[src/hdl/drt_pkg.sv]
// ----------------------------------------------------------------------------
// drt_pkg - shared types and helpers for the dirty rectangle tracker
// Rectangle types, command format, sizes and the overlap/grow arithmetic.
// ----------------------------------------------------------------------------
package drt_pkg;

  localparam int MAX_RECTS = 8;
  localparam int CNT_W     = $clog2(MAX_RECTS + 1);
  localparam int IDX_W     = (MAX_RECTS > 1) ? $clog2(MAX_RECTS) : 1;
  localparam int QDEPTH    = 2;
  localparam int QPTR_W    = 1;
  localparam int QCNT_W    = 2;

  localparam logic REQ_INVAL = 1'b0;
  localparam logic REQ_FLUSH = 1'b1;

  localparam logic [2:0] CFG_ENABLE   = 3'd0;
  localparam logic [2:0] CFG_SCREEN_W = 3'd1;
  localparam logic [2:0] CFG_SCREEN_H = 3'd2;
  localparam logic [2:0] CFG_BUF_W    = 3'd3;
  localparam logic [2:0] CFG_BUF_H    = 3'd4;

  typedef struct packed {
    logic signed [15:0] x;
    logic signed [15:0] y;
    logic signed [15:0] w;
    logic signed [15:0] h;
  } box_t;

  // one queued command: a flush, or an already clipped invalidate
  typedef struct packed {
    logic flush;
    box_t box;
  } cmd_t;

  typedef struct packed {
    logic        enable;
    logic [14:0] screen_w;
    logic [14:0] screen_h;
    logic [14:0] buf_w;
    logic [14:0] buf_h;
  } cfg_t;

  function automatic logic signed [16:0] ext17(input logic signed [15:0] a);
    ext17 = {a[15], a};
  endfunction

  function automatic logic signed [16:0] smin17(input logic signed [16:0] a,
                                                input logic signed [16:0] b);
    smin17 = (a < b) ? a : b;
  endfunction

  function automatic logic signed [16:0] smax17(input logic signed [16:0] a,
                                                input logic signed [16:0] b);
    smax17 = (a > b) ? a : b;
  endfunction

  // a overlaps or touches the span x..x2, y..y2
  function automatic logic touches(input box_t a,
                                   input logic signed [16:0] x,
                                   input logic signed [16:0] y,
                                   input logic signed [16:0] x2,
                                   input logic signed [16:0] y2);
    logic signed [16:0] ax2;
    logic signed [16:0] ay2;
    ax2 = ext17(a.x) + ext17(a.w);
    ay2 = ext17(a.y) + ext17(a.h);
    touches = !(x > ax2 || x2 < ext17(a.x) || y > ay2 || y2 < ext17(a.y));
  endfunction

  // enlarge d to cover x..x2, y..y2 with 16-bit wrapping of the far edges
  function automatic box_t grow(input box_t d,
                                input logic signed [16:0] x,
                                input logic signed [16:0] y,
                                input logic signed [16:0] x2,
                                input logic signed [16:0] y2);
    logic signed [16:0] nx1;
    logic signed [16:0] ny1;
    logic signed [16:0] mx2;
    logic signed [16:0] my2;
    logic signed [16:0] dw;
    logic signed [16:0] dh;
    box_t r;
    nx1 = smin17(x, ext17(d.x));
    ny1 = smin17(y, ext17(d.y));
    mx2 = smax17(x2, ext17(d.x) + ext17(d.w));
    my2 = smax17(y2, ext17(d.y) + ext17(d.h));
    dw  = ext17(mx2[15:0]) - nx1;
    dh  = ext17(my2[15:0]) - ny1;
    r.x = nx1[15:0];
    r.y = ny1[15:0];
    r.w = dw[15:0];
    r.h = dh[15:0];
    grow = r;
  endfunction

endpackage

[src/hdl/drt_front.sv]
// ----------------------------------------------------------------------------
// drt_front - request intake
// Accepts requests, clips invalidates to the screen, drops empty ones and drops all invalidates while disabled.
// ----------------------------------------------------------------------------
module drt_front import drt_pkg::*; (
  input  logic        rst_n,
  input  cfg_t        cfg,
  input  logic        in_tvalid,
  output logic        in_tready,
  input  logic [63:0] in_tdata,
  input  logic        in_tuser,
  input  logic        q_full,
  output logic        q_push,
  output cmd_t        q_cmd
);

  logic signed [15:0] ix, iy, iw, ih;
  logic signed [16:0] sx2, sy2, cx, cy, cx2, cy2, dw, dh;
  logic               keep;

  assign ix = in_tdata[15:0];
  assign iy = in_tdata[31:16];
  assign iw = in_tdata[47:32];
  assign ih = in_tdata[63:48];

  always_comb begin
    sx2 = ext17(ix) + ext17(iw);
    sy2 = ext17(iy) + ext17(ih);
    cx2 = ext17(sx2[15:0]);
    cy2 = ext17(sy2[15:0]);
    cx  = (ix < 0) ? 17'sd0 : ext17(ix);
    cy  = (iy < 0) ? 17'sd0 : ext17(iy);
    if (cx2 > $signed({2'b00, cfg.screen_w})) begin
      cx2 = $signed({2'b00, cfg.screen_w});
    end
    if (cy2 > $signed({2'b00, cfg.screen_h})) begin
      cy2 = $signed({2'b00, cfg.screen_h});
    end
    dw = ext17(cx2[15:0] - cx[15:0]);
    dh = ext17(cy2[15:0] - cy[15:0]);
    keep = cfg.enable && (iw > 0) && (ih > 0) && (dw > 0) && (dh > 0);
    q_cmd.flush = (in_tuser == REQ_FLUSH);
    q_cmd.box.x = cx[15:0];
    q_cmd.box.y = cy[15:0];
    q_cmd.box.w = dw[15:0];
    q_cmd.box.h = dh[15:0];
  end

  assign in_tready = rst_n && !q_full;
  assign q_push    = in_tvalid && in_tready && (q_cmd.flush || keep);

endmodule

[src/hdl/drt_queue.sv]
// ----------------------------------------------------------------------------
// drt_queue - command queue
// Short FIFO between intake and the list sequencer.
// ----------------------------------------------------------------------------
module drt_queue import drt_pkg::*; (
  input  logic clk,
  input  logic rst_n,
  input  logic push,
  input  cmd_t push_cmd,
  output logic full,
  output logic nonempty,
  input  logic pop,
  output cmd_t head
);

  cmd_t              mem_r [QDEPTH];
  logic [QPTR_W-1:0] wr_r, rd_r;
  logic [QCNT_W-1:0] cnt_r;

  assign full     = (cnt_r == QCNT_W'(QDEPTH));
  assign nonempty = (cnt_r != '0);
  assign head     = mem_r[rd_r];

  always_ff @(posedge clk) begin
    if (push) begin
      mem_r[wr_r] <= push_cmd;
    end
  end

  always_ff @(posedge clk) begin
    if (!rst_n) begin
      wr_r  <= '0;
      rd_r  <= '0;
      cnt_r <= '0;
    end else begin
      if (push) begin
        wr_r <= wr_r + 1'b1;
      end
      if (pop) begin
        rd_r <= rd_r + 1'b1;
      end
      cnt_r <= cnt_r + QCNT_W'(push) - QCNT_W'(pop);
    end
  end

endmodule

[src/hdl/drt_back.sv]
// ----------------------------------------------------------------------------
// drt_back - list sequencer
// Holds the rectangle list; merges, appends, collapses and flushes it.
// ----------------------------------------------------------------------------
module drt_back import drt_pkg::*; (
  input  logic        clk,
  input  logic        rst_n,
  input  cfg_t        cfg,
  input  logic        q_nonempty,
  input  cmd_t        q_head,
  output logic        q_pop,
  output logic        out_tvalid,
  input  logic        out_tready,
  output logic [63:0] out_tdata,
  output logic        out_tuser,
  output logic        out_tlast
);

  localparam logic [3:0] ST_IDLE  = 4'd0;
  localparam logic [3:0] ST_SCAN  = 4'd1;
  localparam logic [3:0] ST_MERGE = 4'd2;
  localparam logic [3:0] ST_MOVE  = 4'd3;
  localparam logic [3:0] ST_COLL  = 4'd4;
  localparam logic [3:0] ST_CFIN  = 4'd5;
  localparam logic [3:0] ST_FL1   = 4'd6;
  localparam logic [3:0] ST_FL2   = 4'd7;
  localparam logic [3:0] ST_FZERO = 4'd8;

  box_t store_r [MAX_RECTS];

  logic [3:0]       state_r, state_nxt;
  logic [CNT_W-1:0] count_r, count_nxt;
  logic [CNT_W-1:0] idx_r, idx_nxt;
  logic [CNT_W-1:0] j_r, j_nxt;
  logic [CNT_W-1:0] n_r, n_nxt;
  box_t             cmd_r, cmd_nxt;
  box_t             d_r, d_nxt;
  logic signed [15:0] tx2_r, tx2_nxt, ty2_r, ty2_nxt;
  box_t             f_r, f_nxt;
  logic             fok_r, fok_nxt;

  logic             ov_r, ov_nxt;
  logic [59:0]      od_r, od_nxt;
  logic             ook_r, ook_nxt;
  logic             olast_r, olast_nxt;

  logic [CNT_W-1:0] rd_idx;
  box_t             e;
  logic             we;
  logic [CNT_W-1:0] wa;
  box_t             wd;
  logic             out_free;

  logic signed [16:0] csx, csy;
  logic signed [16:0] cx2, cy2, ex2, ey2, dx2, dy2, t17, bw, bh;
  box_t               g;

  assign out_free   = !ov_r || out_tready;
  assign out_tvalid = ov_r;
  assign out_tdata  = {4'd0, od_r};
  assign out_tuser  = ook_r;
  assign out_tlast  = olast_r;

  always_comb begin
    case (state_r)
      ST_MERGE: rd_idx = j_r;
      ST_MOVE:  rd_idx = count_r;
      default:  rd_idx = idx_r;
    endcase
  end
  assign e = store_r[rd_idx[IDX_W-1:0]];

  always_ff @(posedge clk) begin
    if (we) begin
      store_r[wa[IDX_W-1:0]] <= wd;
    end
  end

  always_comb begin
    state_nxt = state_r;
    count_nxt = count_r;
    idx_nxt   = idx_r;
    j_nxt     = j_r;
    n_nxt     = n_r;
    cmd_nxt   = cmd_r;
    d_nxt     = d_r;
    tx2_nxt   = tx2_r;
    ty2_nxt   = ty2_r;
    f_nxt     = f_r;
    fok_nxt   = fok_r;
    ov_nxt    = ov_r && !out_tready;
    od_nxt    = od_r;
    ook_nxt   = ook_r;
    olast_nxt = olast_r;
    q_pop     = 1'b0;
    we        = 1'b0;
    wa        = idx_r;
    wd        = d_r;
    bw        = $signed({2'b00, cfg.buf_w});
    bh        = $signed({2'b00, cfg.buf_h});

    // the clipped far edge of the command is its 16-bit wrapped sum
    csx = ext17(cmd_r.x) + ext17(cmd_r.w);
    csy = ext17(cmd_r.y) + ext17(cmd_r.h);
    cx2 = ext17(csx[15:0]);
    cy2 = ext17(csy[15:0]);
    ex2 = ext17(e.x) + ext17(e.w);
    ey2 = ext17(e.y) + ext17(e.h);
    dx2 = ext17(d_r.x) + ext17(d_r.w);
    dy2 = ext17(d_r.y) + ext17(d_r.h);
    g   = d_r;
    t17 = '0;

    case (state_r)
      ST_IDLE: begin
        if (q_nonempty) begin
          q_pop   = 1'b1;
          cmd_nxt = q_head.box;
          idx_nxt = '0;
          if (q_head.flush) begin
            n_nxt     = count_r;
            count_nxt = '0;
            if (count_r == '0 || !cfg.enable) begin
              state_nxt = ST_FZERO;
            end else begin
              state_nxt = ST_FL1;
            end
          end else begin
            state_nxt = ST_SCAN;
          end
        end
      end
      ST_SCAN: begin
        if (idx_r >= count_r) begin
          if (count_r < CNT_W'(MAX_RECTS)) begin
            // append the clipped rectangle
            we        = 1'b1;
            wa        = count_r;
            wd        = cmd_r;
            count_nxt = count_r + 1'b1;
            state_nxt = ST_IDLE;
          end else begin
            idx_nxt   = '0;
            state_nxt = ST_COLL;
          end
        end else if (touches(e, ext17(cmd_r.x), ext17(cmd_r.y), cx2, cy2)) begin
          d_nxt     = grow(e, ext17(cmd_r.x), ext17(cmd_r.y), cx2, cy2);
          j_nxt     = idx_r + 1'b1;
          state_nxt = ST_MERGE;
        end else begin
          idx_nxt = idx_r + 1'b1;
        end
      end
      ST_MERGE: begin
        if (j_r >= count_r) begin
          we        = 1'b1;
          wa        = idx_r;
          wd        = d_r;
          state_nxt = ST_IDLE;
        end else if (touches(e, ext17(d_r.x), ext17(d_r.y), dx2, dy2)) begin
          d_nxt     = grow(d_r, ext17(e.x), ext17(e.y), ex2, ey2);
          count_nxt = count_r - 1'b1;
          state_nxt = ST_MOVE;
        end else begin
          j_nxt = j_r + 1'b1;
        end
      end
      ST_MOVE: begin
        // refill the absorbed slot with the last entry
        we        = 1'b1;
        wa        = j_r;
        wd        = e;
        state_nxt = ST_MERGE;
      end
      ST_COLL: begin
        if (idx_r == '0) begin
          g       = e;
          tx2_nxt = ex2[15:0];
          ty2_nxt = ey2[15:0];
        end else begin
          g = d_r;
          if (e.x < d_r.x) g.x = e.x;
          if (e.y < d_r.y) g.y = e.y;
          if ($signed(ex2[15:0]) > tx2_r) tx2_nxt = ex2[15:0];
          if ($signed(ey2[15:0]) > ty2_r) ty2_nxt = ey2[15:0];
        end
        d_nxt = g;
        if (idx_r + 1'b1 >= count_r) begin
          state_nxt = ST_CFIN;
        end else begin
          idx_nxt = idx_r + 1'b1;
        end
      end
      ST_CFIN: begin
        g = d_r;
        if (cmd_r.x < d_r.x) g.x = cmd_r.x;
        if (cmd_r.y < d_r.y) g.y = cmd_r.y;
        t17 = (cx2 > ext17(tx2_r)) ? cx2 : ext17(tx2_r);
        t17 = t17 - ext17(g.x);
        g.w = t17[15:0];
        t17 = (cy2 > ext17(ty2_r)) ? cy2 : ext17(ty2_r);
        t17 = t17 - ext17(g.y);
        g.h = t17[15:0];
        we        = 1'b1;
        wa        = '0;
        wd        = g;
        count_nxt = CNT_W'(1);
        state_nxt = ST_IDLE;
      end
      ST_FL1: begin
        f_nxt   = e;
        fok_nxt = (e.w > 0) && (e.h > 0);
        if (e.x < 0) begin
          t17     = ext17(e.w) + ext17(e.x);
          f_nxt.w = t17[15:0];
          f_nxt.x = '0;
        end
        if (e.y < 0) begin
          t17     = ext17(e.h) + ext17(e.y);
          f_nxt.h = t17[15:0];
          f_nxt.y = '0;
        end
        fok_nxt   = fok_nxt && (f_nxt.w > 0) && (f_nxt.h > 0);
        state_nxt = ST_FL2;
      end
      ST_FL2: begin
        if (out_free) begin
          g = f_r;
          if (ext17(f_r.x) + ext17(f_r.w) > bw) begin
            t17 = bw - ext17(f_r.x);
            g.w = t17[15:0];
          end
          if (ext17(f_r.y) + ext17(f_r.h) > bh) begin
            t17 = bh - ext17(f_r.y);
            g.h = t17[15:0];
          end
          ov_nxt    = 1'b1;
          ook_nxt   = fok_r && (g.w > 0) && (g.h > 0);
          od_nxt    = ook_nxt ? {g.h[14:0], g.w[14:0], g.y[14:0], g.x[14:0]} : '0;
          olast_nxt = (idx_r + 1'b1 == n_r);
          if (idx_r + 1'b1 == n_r) begin
            state_nxt = ST_IDLE;
          end else begin
            idx_nxt   = idx_r + 1'b1;
            state_nxt = ST_FL1;
          end
        end
      end
      ST_FZERO: begin
        if (out_free) begin
          ov_nxt    = 1'b1;
          ook_nxt   = 1'b0;
          od_nxt    = '0;
          olast_nxt = 1'b1;
          state_nxt = ST_IDLE;
        end
      end
      default: begin
        state_nxt = ST_IDLE;
      end
    endcase
  end

  always_ff @(posedge clk) begin
    if (!rst_n) begin
      state_r <= ST_IDLE;
      count_r <= '0;
      ov_r    <= 1'b0;
    end else begin
      state_r <= state_nxt;
      count_r <= count_nxt;
      ov_r    <= ov_nxt;
    end
  end

  always_ff @(posedge clk) begin
    idx_r   <= idx_nxt;
    j_r     <= j_nxt;
    n_r     <= n_nxt;
    cmd_r   <= cmd_nxt;
    d_r     <= d_nxt;
    tx2_r   <= tx2_nxt;
    ty2_r   <= ty2_nxt;
    f_r     <= f_nxt;
    fok_r   <= fok_nxt;
    od_r    <= od_nxt;
    ook_r   <= ook_nxt;
    olast_r <= olast_nxt;
  end

`ifndef SYNTHESIS
  a_count_max: assert property (@(posedge clk) disable iff (!rst_n)
    count_r <= CNT_W'(MAX_RECTS))
    else $error("rectangle count above list size");
  a_flush_clears: assert property (@(posedge clk) disable iff (!rst_n)
    (q_pop && q_head.flush) |=> (count_r == '0))
    else $error("flush did not empty the list");
  a_move_in_range: assert property (@(posedge clk) disable iff (!rst_n)
    (state_r == ST_MOVE) |-> (j_r <= count_r))
    else $error("slot refill beyond list end");
  a_out_only_flush: assert property (@(posedge clk) disable iff (!rst_n)
    (!ov_r && ov_nxt) |-> (state_r == ST_FL2 || state_r == ST_FZERO))
    else $error("result raised outside a flush");
`endif

endmodule

[src/hdl/dirty_rect_tracker.sv]
// ----------------------------------------------------------------------------
// dirty_rect_tracker - dirty rectangle list for display refresh
// Collects invalidated screen rectangles and emits the merged list on flush.
// ----------------------------------------------------------------------------
// Usage:
//   in_*  : one request per transaction. in_tuser 0 invalidates the rectangle
//           in in_tdata, 1 flushes the list. Invalidates produce no result.
//   out_* : a flush returns one transaction per stored rectangle (or one empty
//           one when the list is empty or the block is disabled); out_tlast
//           marks the final one, out_tuser says whether it is to be sent.
//   cfg_* : write enable, screen and frame buffer sizes while idle.
// Timing: the intake clips an invalidate in the accept cycle and queues it;
//   the list sequencer then walks the stored entries one per cycle, with
//   one extra refill step per absorbed entry, and collapses a full list
//   (N up to 8) into one entry. A flush emits each result in two steps
//   (read-and-clip, then edge clip into the output register), held while
//   the output stalls. The single read port on the store sets this pace.
// Reset: list emptied, enable 0, sizes 320x240. The store itself is not
//   cleared; only entries below the count are read.
// Stall: a held output stalls the sequencer; the two-entry queue keeps
//   accepting requests until it fills, then in_tready drops.
// ----------------------------------------------------------------------------
module dirty_rect_tracker import drt_pkg::*; (
  input  logic        clk,
  input  logic        rst_n,
  input  logic        in_tvalid,
  output logic        in_tready,
  input  logic [63:0] in_tdata,   // in_x, in_y, in_w, in_h
  input  logic        in_tuser,   // req_type
  output logic        out_tvalid,
  input  logic        out_tready,
  output logic [63:0] out_tdata,  // rect_x, rect_y, rect_w, rect_h, zero pad
  output logic        out_tuser,  // rect_valid
  output logic        out_tlast,  // last
  input  logic        cfg_we,
  input  logic [2:0]  cfg_addr,
  input  logic [14:0] cfg_wdata
);

  cfg_t cfg_r;
  logic q_full, q_push, q_nonempty, q_pop;
  cmd_t q_cmd, q_head;

  // configuration registers; unknown indexes are dropped
  always_ff @(posedge clk) begin
    if (!rst_n) begin
      cfg_r.enable   <= 1'b0;
      cfg_r.screen_w <= 15'd320;
      cfg_r.screen_h <= 15'd240;
      cfg_r.buf_w    <= 15'd320;
      cfg_r.buf_h    <= 15'd240;
    end else if (cfg_we) begin
      case (cfg_addr)
        CFG_ENABLE:   cfg_r.enable   <= cfg_wdata[0];
        CFG_SCREEN_W: cfg_r.screen_w <= cfg_wdata;
        CFG_SCREEN_H: cfg_r.screen_h <= cfg_wdata;
        CFG_BUF_W:    cfg_r.buf_w    <= cfg_wdata;
        CFG_BUF_H:    cfg_r.buf_h    <= cfg_wdata;
        default: begin
        end
      endcase
    end
  end

  drt_front u_front (
    .rst_n     (rst_n),
    .cfg       (cfg_r),
    .in_tvalid (in_tvalid),
    .in_tready (in_tready),
    .in_tdata  (in_tdata),
    .in_tuser  (in_tuser),
    .q_full    (q_full),
    .q_push    (q_push),
    .q_cmd     (q_cmd)
  );

  drt_queue u_queue (
    .clk      (clk),
    .rst_n    (rst_n),
    .push     (q_push),
    .push_cmd (q_cmd),
    .full     (q_full),
    .nonempty (q_nonempty),
    .pop      (q_pop),
    .head     (q_head)
  );

  drt_back u_back (
    .clk        (clk),
    .rst_n      (rst_n),
    .cfg        (cfg_r),
    .q_nonempty (q_nonempty),
    .q_head     (q_head),
    .q_pop      (q_pop),
    .out_tvalid (out_tvalid),
    .out_tready (out_tready),
    .out_tdata  (out_tdata),
    .out_tuser  (out_tuser),
    .out_tlast  (out_tlast)
  );

endmodule

[config.mk]
export PLATFORM = sky130hd
export DESIGN_NAME = dirty_rect_tracker
export DESIGN_NICKNAME = d
export VERILOG_FILES = /design/src/hdl/drt_pkg.sv /design/src/hdl/drt_front.sv /design/src/hdl/drt_queue.sv /design/src/hdl/drt_back.sv /design/src/hdl/dirty_rect_tracker.sv
export SDC_FILE = /design/constraint.sdc
export NUM_CORES = 2
export LEC_CHECK = 0
export BUFFER_PORTS_ARGS = -buffer_cell sky130_fd_sc_hd__buf_2
export CAP_MARGIN = 20
export CORE_MARGIN = 1
export CORE_UTILIZATION = 61
export DETAILED_ROUTE_END_ITERATION = 8
export GPL_TIMING_DRIVEN = 0
export HOLD_SLACK_MARGIN = 0.08
export PLACE_DENSITY = 0.83
export RECOVER_POWER = 100
export SLEW_MARGIN = 20
export SYNTH_ARGS = -nofsm -noshare
export SYNTH_HDL_FRONTEND = slang
export SYNTH_HIERARCHICAL = 1
export SYNTH_SLANG_ARGS = --single-unit
[constraint.sdc]
create_clock -name clk -period 11.05 [get_ports clk]
set_input_delay 0 -clock clk [delete_from_list [all_inputs] [get_ports clk]]
set_output_delay 0 -clock clk [all_outputs]
set_load 0.05 [all_outputs]
Yosys cells after proc, flatten, opt, wreduce, memory -nomap -nowiden
Memory sizes are Yosys's and may differ from the RTL's. A register that Yosys moved wholly into a read port is not among the register bits.
Index checks and enable logic that the tools add are counted.
{"block": "word_totals", "regBits": 373, "ramBits": 642, "inputBits": 88, "out_inout_bits": 68, "mem_count": 2}
{"block": "op_classes", "n_addsub": 28, "order_cmp": 46, "n_eq_ne": 35, "muxes": 104, "reduce_logical": 57}
{"memory": "u_back.store_r", "words": 8, "word_bits": 64, "read_ports": 1, "rd_ports_with_merged_regs": 0, "wr": 1, "line": "drt_back.sv:29", "text": "box_t store_r [MAX_RECTS];"}
{"memory": "u_queue.mem_r", "words": 2, "word_bits": 65, "read_ports": 1, "rd_ports_with_merged_regs": 1, "wr": 1, "line": "drt_queue.sv:16", "text": "cmd_t mem_r [QDEPTH];"}
{"op": "16-bit two-way mux", "n": 34}
{"op": "64-bit two-way mux", "n": 7}
{"op": "64-bit case mux with 3 select lines", "n": 2}
{"op": "60-bit two-way mux", "n": 3}
{"op": "16-bit by 1-bit greater-than comparator with 1-bit output (second input constant)", "n": 10}
{"op": "16-bit < comparator", "n": 10}
{"op": "16-bit subtractor", "n": 10}
{"op": "60-bit case mux with 2 select lines", "n": 1}
{"op": "4-bit two-way mux", "n": 27}
{"op": "16-bit by 16-bit adder with 17-bit output", "n": 6}
{"op": "16-bit by 17-bit greater-than comparator with 1-bit output", "n": 6}
{"op": "16-bit greater-than comparator", "n": 6}
{"op": "16-bit adder", "n": 4}
{"op": "16-bit by 1-bit < comparator with 1-bit output (second input constant)", "n": 4}
{"op": "17-bit by 16-bit greater-than comparator with 1-bit output", "n": 2}
{"op": "17-bit greater-than comparator", "n": 2}
{"op": "17-bit by 16-bit < comparator with 1-bit output", "n": 2}
{"op": "4-bit case mux with 4 select lines", "n": 2}
{"op": "4-bit case mux with 8 select lines", "n": 1}
{"op": "6-bit AND reduction", "n": 4}
{"op": "1-bit two-way mux", "n": 17}
{"op": "4-bit by 3-bit equality test with 1-bit output (second input constant)", "n": 4}
{"op": "2-bit != test (second input constant)", "n": 8}
{"op": "2-bit AND reduction", "n": 8}
{"op": "37 further kinds", "n": 90}

Logic depth before layout (Yosys ltp)
{"block": "depth", "depth_word": 11, "depth_mapped": 47}

Hierarchy
Netlist, hierarchy kept.
{"module": "drt_back", "n_inst": 1, "cells_each": 4909, "area_each_um2": 55099.1}
{"module": "drt_queue", "n_inst": 1, "cells_each": 223, "area_each_um2": 5123.7}
{"module": "drt_front", "n_inst": 1, "cells_each": 555, "area_each_um2": 4068.9}
{"module": "dirty_rect_tracker", "n_inst": 1, "cells_each": 225, "area_each_um2": 2351.0}

Worst setup path before layout
No wires, ideal clock.
{"block": "synth_timing", "path_kind": "register -> register", "from": "register u_back.state_r[1]", "to": "register u_back/d_r[31] in the netlist's numbering, data pin", "arrival_ns": 9.701, "path_slack_ns": 1.088, "stages_incl_launch_ff": 45, "path_buffers": 9, "path_cell_list": "dfxtp_1 buf_4 nor3b_4 mux2i_2 buf_4 buf_6 buf_4 buf_6 buf_6 clkbuf_1 mux4_2 mux2i_1 inv_1 ha_1 a21o_1 a21oi_1 o211ai_1 and2_1 (+9 left out) o21a_1 a2111oi_0 o22ai_1 clkbuf_1 clkbuf_1 o21ai_0 ha_1 nor2b_1 o31a_1 o21ai_0 o21ai_0 a41o_1 nor4_1 o41ai_1 a21o_1 a21oi_1 xnor3_1 a221o_1"}
{"item": "from (decl)", "line": "drt_back.sv:31", "text": "logic [3:0] state_r, state_nxt;"}
{"item": "from (signal assigned)", "line": "drt_back.sv:270", "text": "state_r <= state_nxt;"}
{"item": "to (signal assigned)", "line": "drt_back.sv:281", "text": "d_r <= d_nxt;"}
{"item": "to (decl)", "line": "drt_back.sv:37", "text": "box_t d_r, d_nxt;"}

==> flow_summary.yaml <==
routing:
  wirelength_um: 251700
  vias_per_cell: 6.931
  drtIter0Drc: 8066
  wire_per_inst_um: 32.09
  dr_total_vias: 54347
  dr.pass1.iters: 9
  drc: 0
  detail-route-antenna-nets: 0
synthesis:
  ys_types: 99
  seq_area_frac_synth_pct: 44.65
  avgSynthCellArea_um2: 11.27
  synth_seq_cells: 1016
  syn_area_um2: 66640
  synth_top_flop_cell: "edfxtp_1"
  yosysWarningCount: 6
  synth-async-reset-ratio_pct: 0
  synth_cells: 5912
  synth-edff-count: 941
final_layout:
  final_util_pct: 70.09
  multi_input_area_um2: 35080
  seq_area_um2: 29760
  drive_gt1_share_pct: 11.92
  area_growth_pct: 13.22
  design.final.nets: 7181
  nFillCells: 7706
placement:
  dp_hpwl_um: 189100
  gp_congestion: 1.092
  portBuffers: 151
clock_tree:
  clk_pin_slew_worst_paths_ps: 60
  clock-sinks: 1016
  cts_root_buffer: "clkbuf_16"
  cts_tree: "done"
  max-clock-path-buffers: 3
  htree_num_levels: 3
  cts_inserted_buffers: 105
  clock_latency_ps: 730
die:
  rows: 120
  die_height_um: 332.5
  die_w_um: 332.5
  io_pins: 156
  core_area_um2: 107700
  die-area_um2: 110600
  initial_core_util_pct: 61.90
min_path:
  hold_class: "input pin to flop"
sta:
  fmax_mhz: 91.80
  tightest_slew_ps: 3220
  period_share_pct: 98.58
  maxSlewHeadroom_pct: -114.7
  worst_clock_skew_ps: 35.30
  hold_violations: 0
  setup_violations: 0
  drv_slew: 120
  fin_crit_ps: 10890
global_route:
  grt_max_degree: 53
  grt_pass1_vias: 52003
  grt_usage_pct: 44.44
  grt_pass1_wl_um: 354300
  grt_antenna_before_repair: 9
  grt-ovfl-total: 0
worst_setup_path:
  arrival_ps: 11370
  cp-start-kind: "flop"
  max_stage_delay_ps: 850
  crit_fanout: 10
  setup.worst_path.end_class: "flop"
  critPathKind: "flop to flop"
  critPathSlowestCell: "mux2i_1"
  cp_data_required_time_ps: 11530
run_status:
  violations: "capacitance limit, slew limit"
  status: "finished, violations left"
run:
  maxCapViolCount: 4
[synthesized netlist by cell type (18+ instances only)]
library cell  instances  share of area [%]
ha_1                731                 14
a22oi_1              45               0.51
mux2_4               50                1.1
clkbuf_1            112               0.63
nor3b_1              19               0.21
nor2_1              303                1.7
a31oi_1              34               0.32
o21ai_0             339                2.5
mux2i_1             200                3.0
edfxtp_1            941                 42
o22ai_1              19               0.18
nand4_1              77               0.72
o21ai_1              42               0.32
mux4_2              116                3.9
inv_1               428                2.4
a211oi_1             54               0.61
o21a_1               76               0.86
fa_1                 20               0.60
nand2_1             390                2.2
a21o_1              143                1.6
o21bai_1             48               0.54
xor2_1               86                1.1
nor4_1               33               0.31
xnor2_1             173                2.3
nor2b_1             109                1.0
o211ai_1             24               0.27
dfxtp_1              75                2.3
a222oi_1             19               0.29
o221ai_1             70               0.92
or3_1                22               0.21
buf_2                33               0.25
nand3_1              72               0.54
mux2_2               83                1.4
and2_1               19               0.18
a21oi_1             327                2.5
nor3_1              137                1.0
o31ai_1              22               0.25
o2111ai_1            18               0.24
a2111oi_0            26               0.34
nand2b_1             92               0.86
and3_1               21               0.20
[cells by family (layout without fill, tap and decap cells)]
family          Yosys count  after routing  share of synthesized area, %
compound gates         1443           1443                         14.11
simple gates           1363           1363                         10.05
flops                  1016           1016                         44.65
fa+ha+maj               752            752                         14.34
buf+inv                 622           1138                         3.811
mux                     453            453                         9.549
xor+xnor                261            261                         3.471
other cells               2             12                       0.01127
[area by class of cell]
| class | count | area share, % |
|---|---|---|
| sequential | 1016 | 39.44 |
| timing repair buffer | 319 | 3.395 |
| clock buffer | 133 | 3.763 |
| multi-input combinational | 4280 | 46.50 |
| antenna | 4 | 0.01327 |
| inverter | 432 | 2.149 |
| tap | 1403 | 2.327 |
| buffer | 188 | 1.356 |
| clock inverter | 66 | 1.061 |
[timing repair]
action | 4_1_cts | 5_1_grt
gates resized for setup | 89 | 81
hold buffers | 65 | 0
hold endpoints to repair | 200 | 0
endpoints found under the setup margin | 100 | 17
pin swaps | 2 | 6
setup buffers | 12 | 14
[layer usage]
layer / GRT usage (%) / wire (um) / up-vias / part of all wire, %
met4: 29.82 / 21040 / 12 / 8.4
met3: 11.62 / 30840 / 1005 / 12
met2: 66.20 / 107400 / 3966 / 43
li1: - / - / 23382 / -
met1: 57.12 / 92310 / 25982 / 37
met5: 0 / 97 / - / 0.039
[metrics by stage]
stage | std cells | hold WS (ps) | setup slack, ps | setup TNS [ps] | area, um^2
finish | 7841 | 110.2 | 156.9 | 0 | 75450
detailed placement | 7547 | 342.9 | -2390 | -82600 | 70620
global placement | 7472 | 327.8 | -4268 | -581910 | 69180
floorplan | 5918 | 117.5 | 1088 | 0 | 66670
global route | 7837 | 128.9 | -12.09 | -17.07 | 75440
CTS | 7822 | 93.49 | 5.067 | 0 | 75430
[path summary, 6_finish.rpt]
path | end | start | cells after the start | slack, ps
max | u_back/d_r[31] | u_back/state_r[1] | 39 | 160
min | u_queue/mem_r[0][16] | in_tdata[32] | 5 | 110
max reg2reg | u_back/d_r[31] | u_back/state_r[1] | 39 | 160
min reg2reg | cfg_r[44] | cfg_r[44] | 2 | 470
[state kept, by name, indices dropped and copies added, names as in the netlist, 16 cells and up, named ones only]
signal / flops
cfg_r: 61
u_back/cmd_r: 64
u_back/d_r: 64
u_back/tx2_r: 16
u_back/od_r: 60
u_queue/mem_r: 130
u_back/f_r: 64
u_back/ty2_r: 16
u_back/store_r: 512
[worst max-delay path, delay by kind of cell (launching register included)]
| kind | cells | cell delay (ps) |
|---|---|---|
| xor+xnor | 2 | 720 |
| compound gates | 15 | 3320 |
| mux | 2 | 1190 |
| flops | 1 | 310 |
| fa+ha+maj | 3 | 1160 |
| buf+inv | 8 | 2210 |
| simple gates | 9 | 1700 |
[cells in the final DEF (no fill, tap or decap), drive strengths merged, types with 33 or more instances in the layout]
| cell | synthesis | layout |
|---|---|---|
| mux2 | 133 | 133 |
| nand2b | 92 | 92 |
| a22oi | 45 | 45 |
| a21o | 143 | 143 |
| clkinv | 0 | 41 |
| buf | 77 | 236 |
| mux2i | 204 | 204 |
| a21oi | 328 | 328 |
| clkbuf | 113 | 337 |
| edfxtp | 941 | 941 |
| nand4 | 77 | 77 |
| o21ai | 381 | 381 |
| dlygate4sd3 | 0 | 65 |
| nand3 | 72 | 72 |
| mux4 | 116 | 116 |
| ha | 731 | 731 |
| o21bai | 48 | 48 |
| xnor2 | 173 | 173 |
| a31oi | 34 | 34 |
| dfxtp | 75 | 75 |
| o21a | 76 | 76 |
| o221ai | 70 | 70 |
| inv | 432 | 442 |
| xor2 | 86 | 86 |
| nor4 | 33 | 33 |
| nor2b | 109 | 109 |
| nor2 | 303 | 303 |
| nand2 | 390 | 390 |
| a211oi | 54 | 54 |
| nor3 | 138 | 138 |
Power is not shown: default switching activity piles up to over one toggle a cycle in this logic, so the estimate is an artifact.
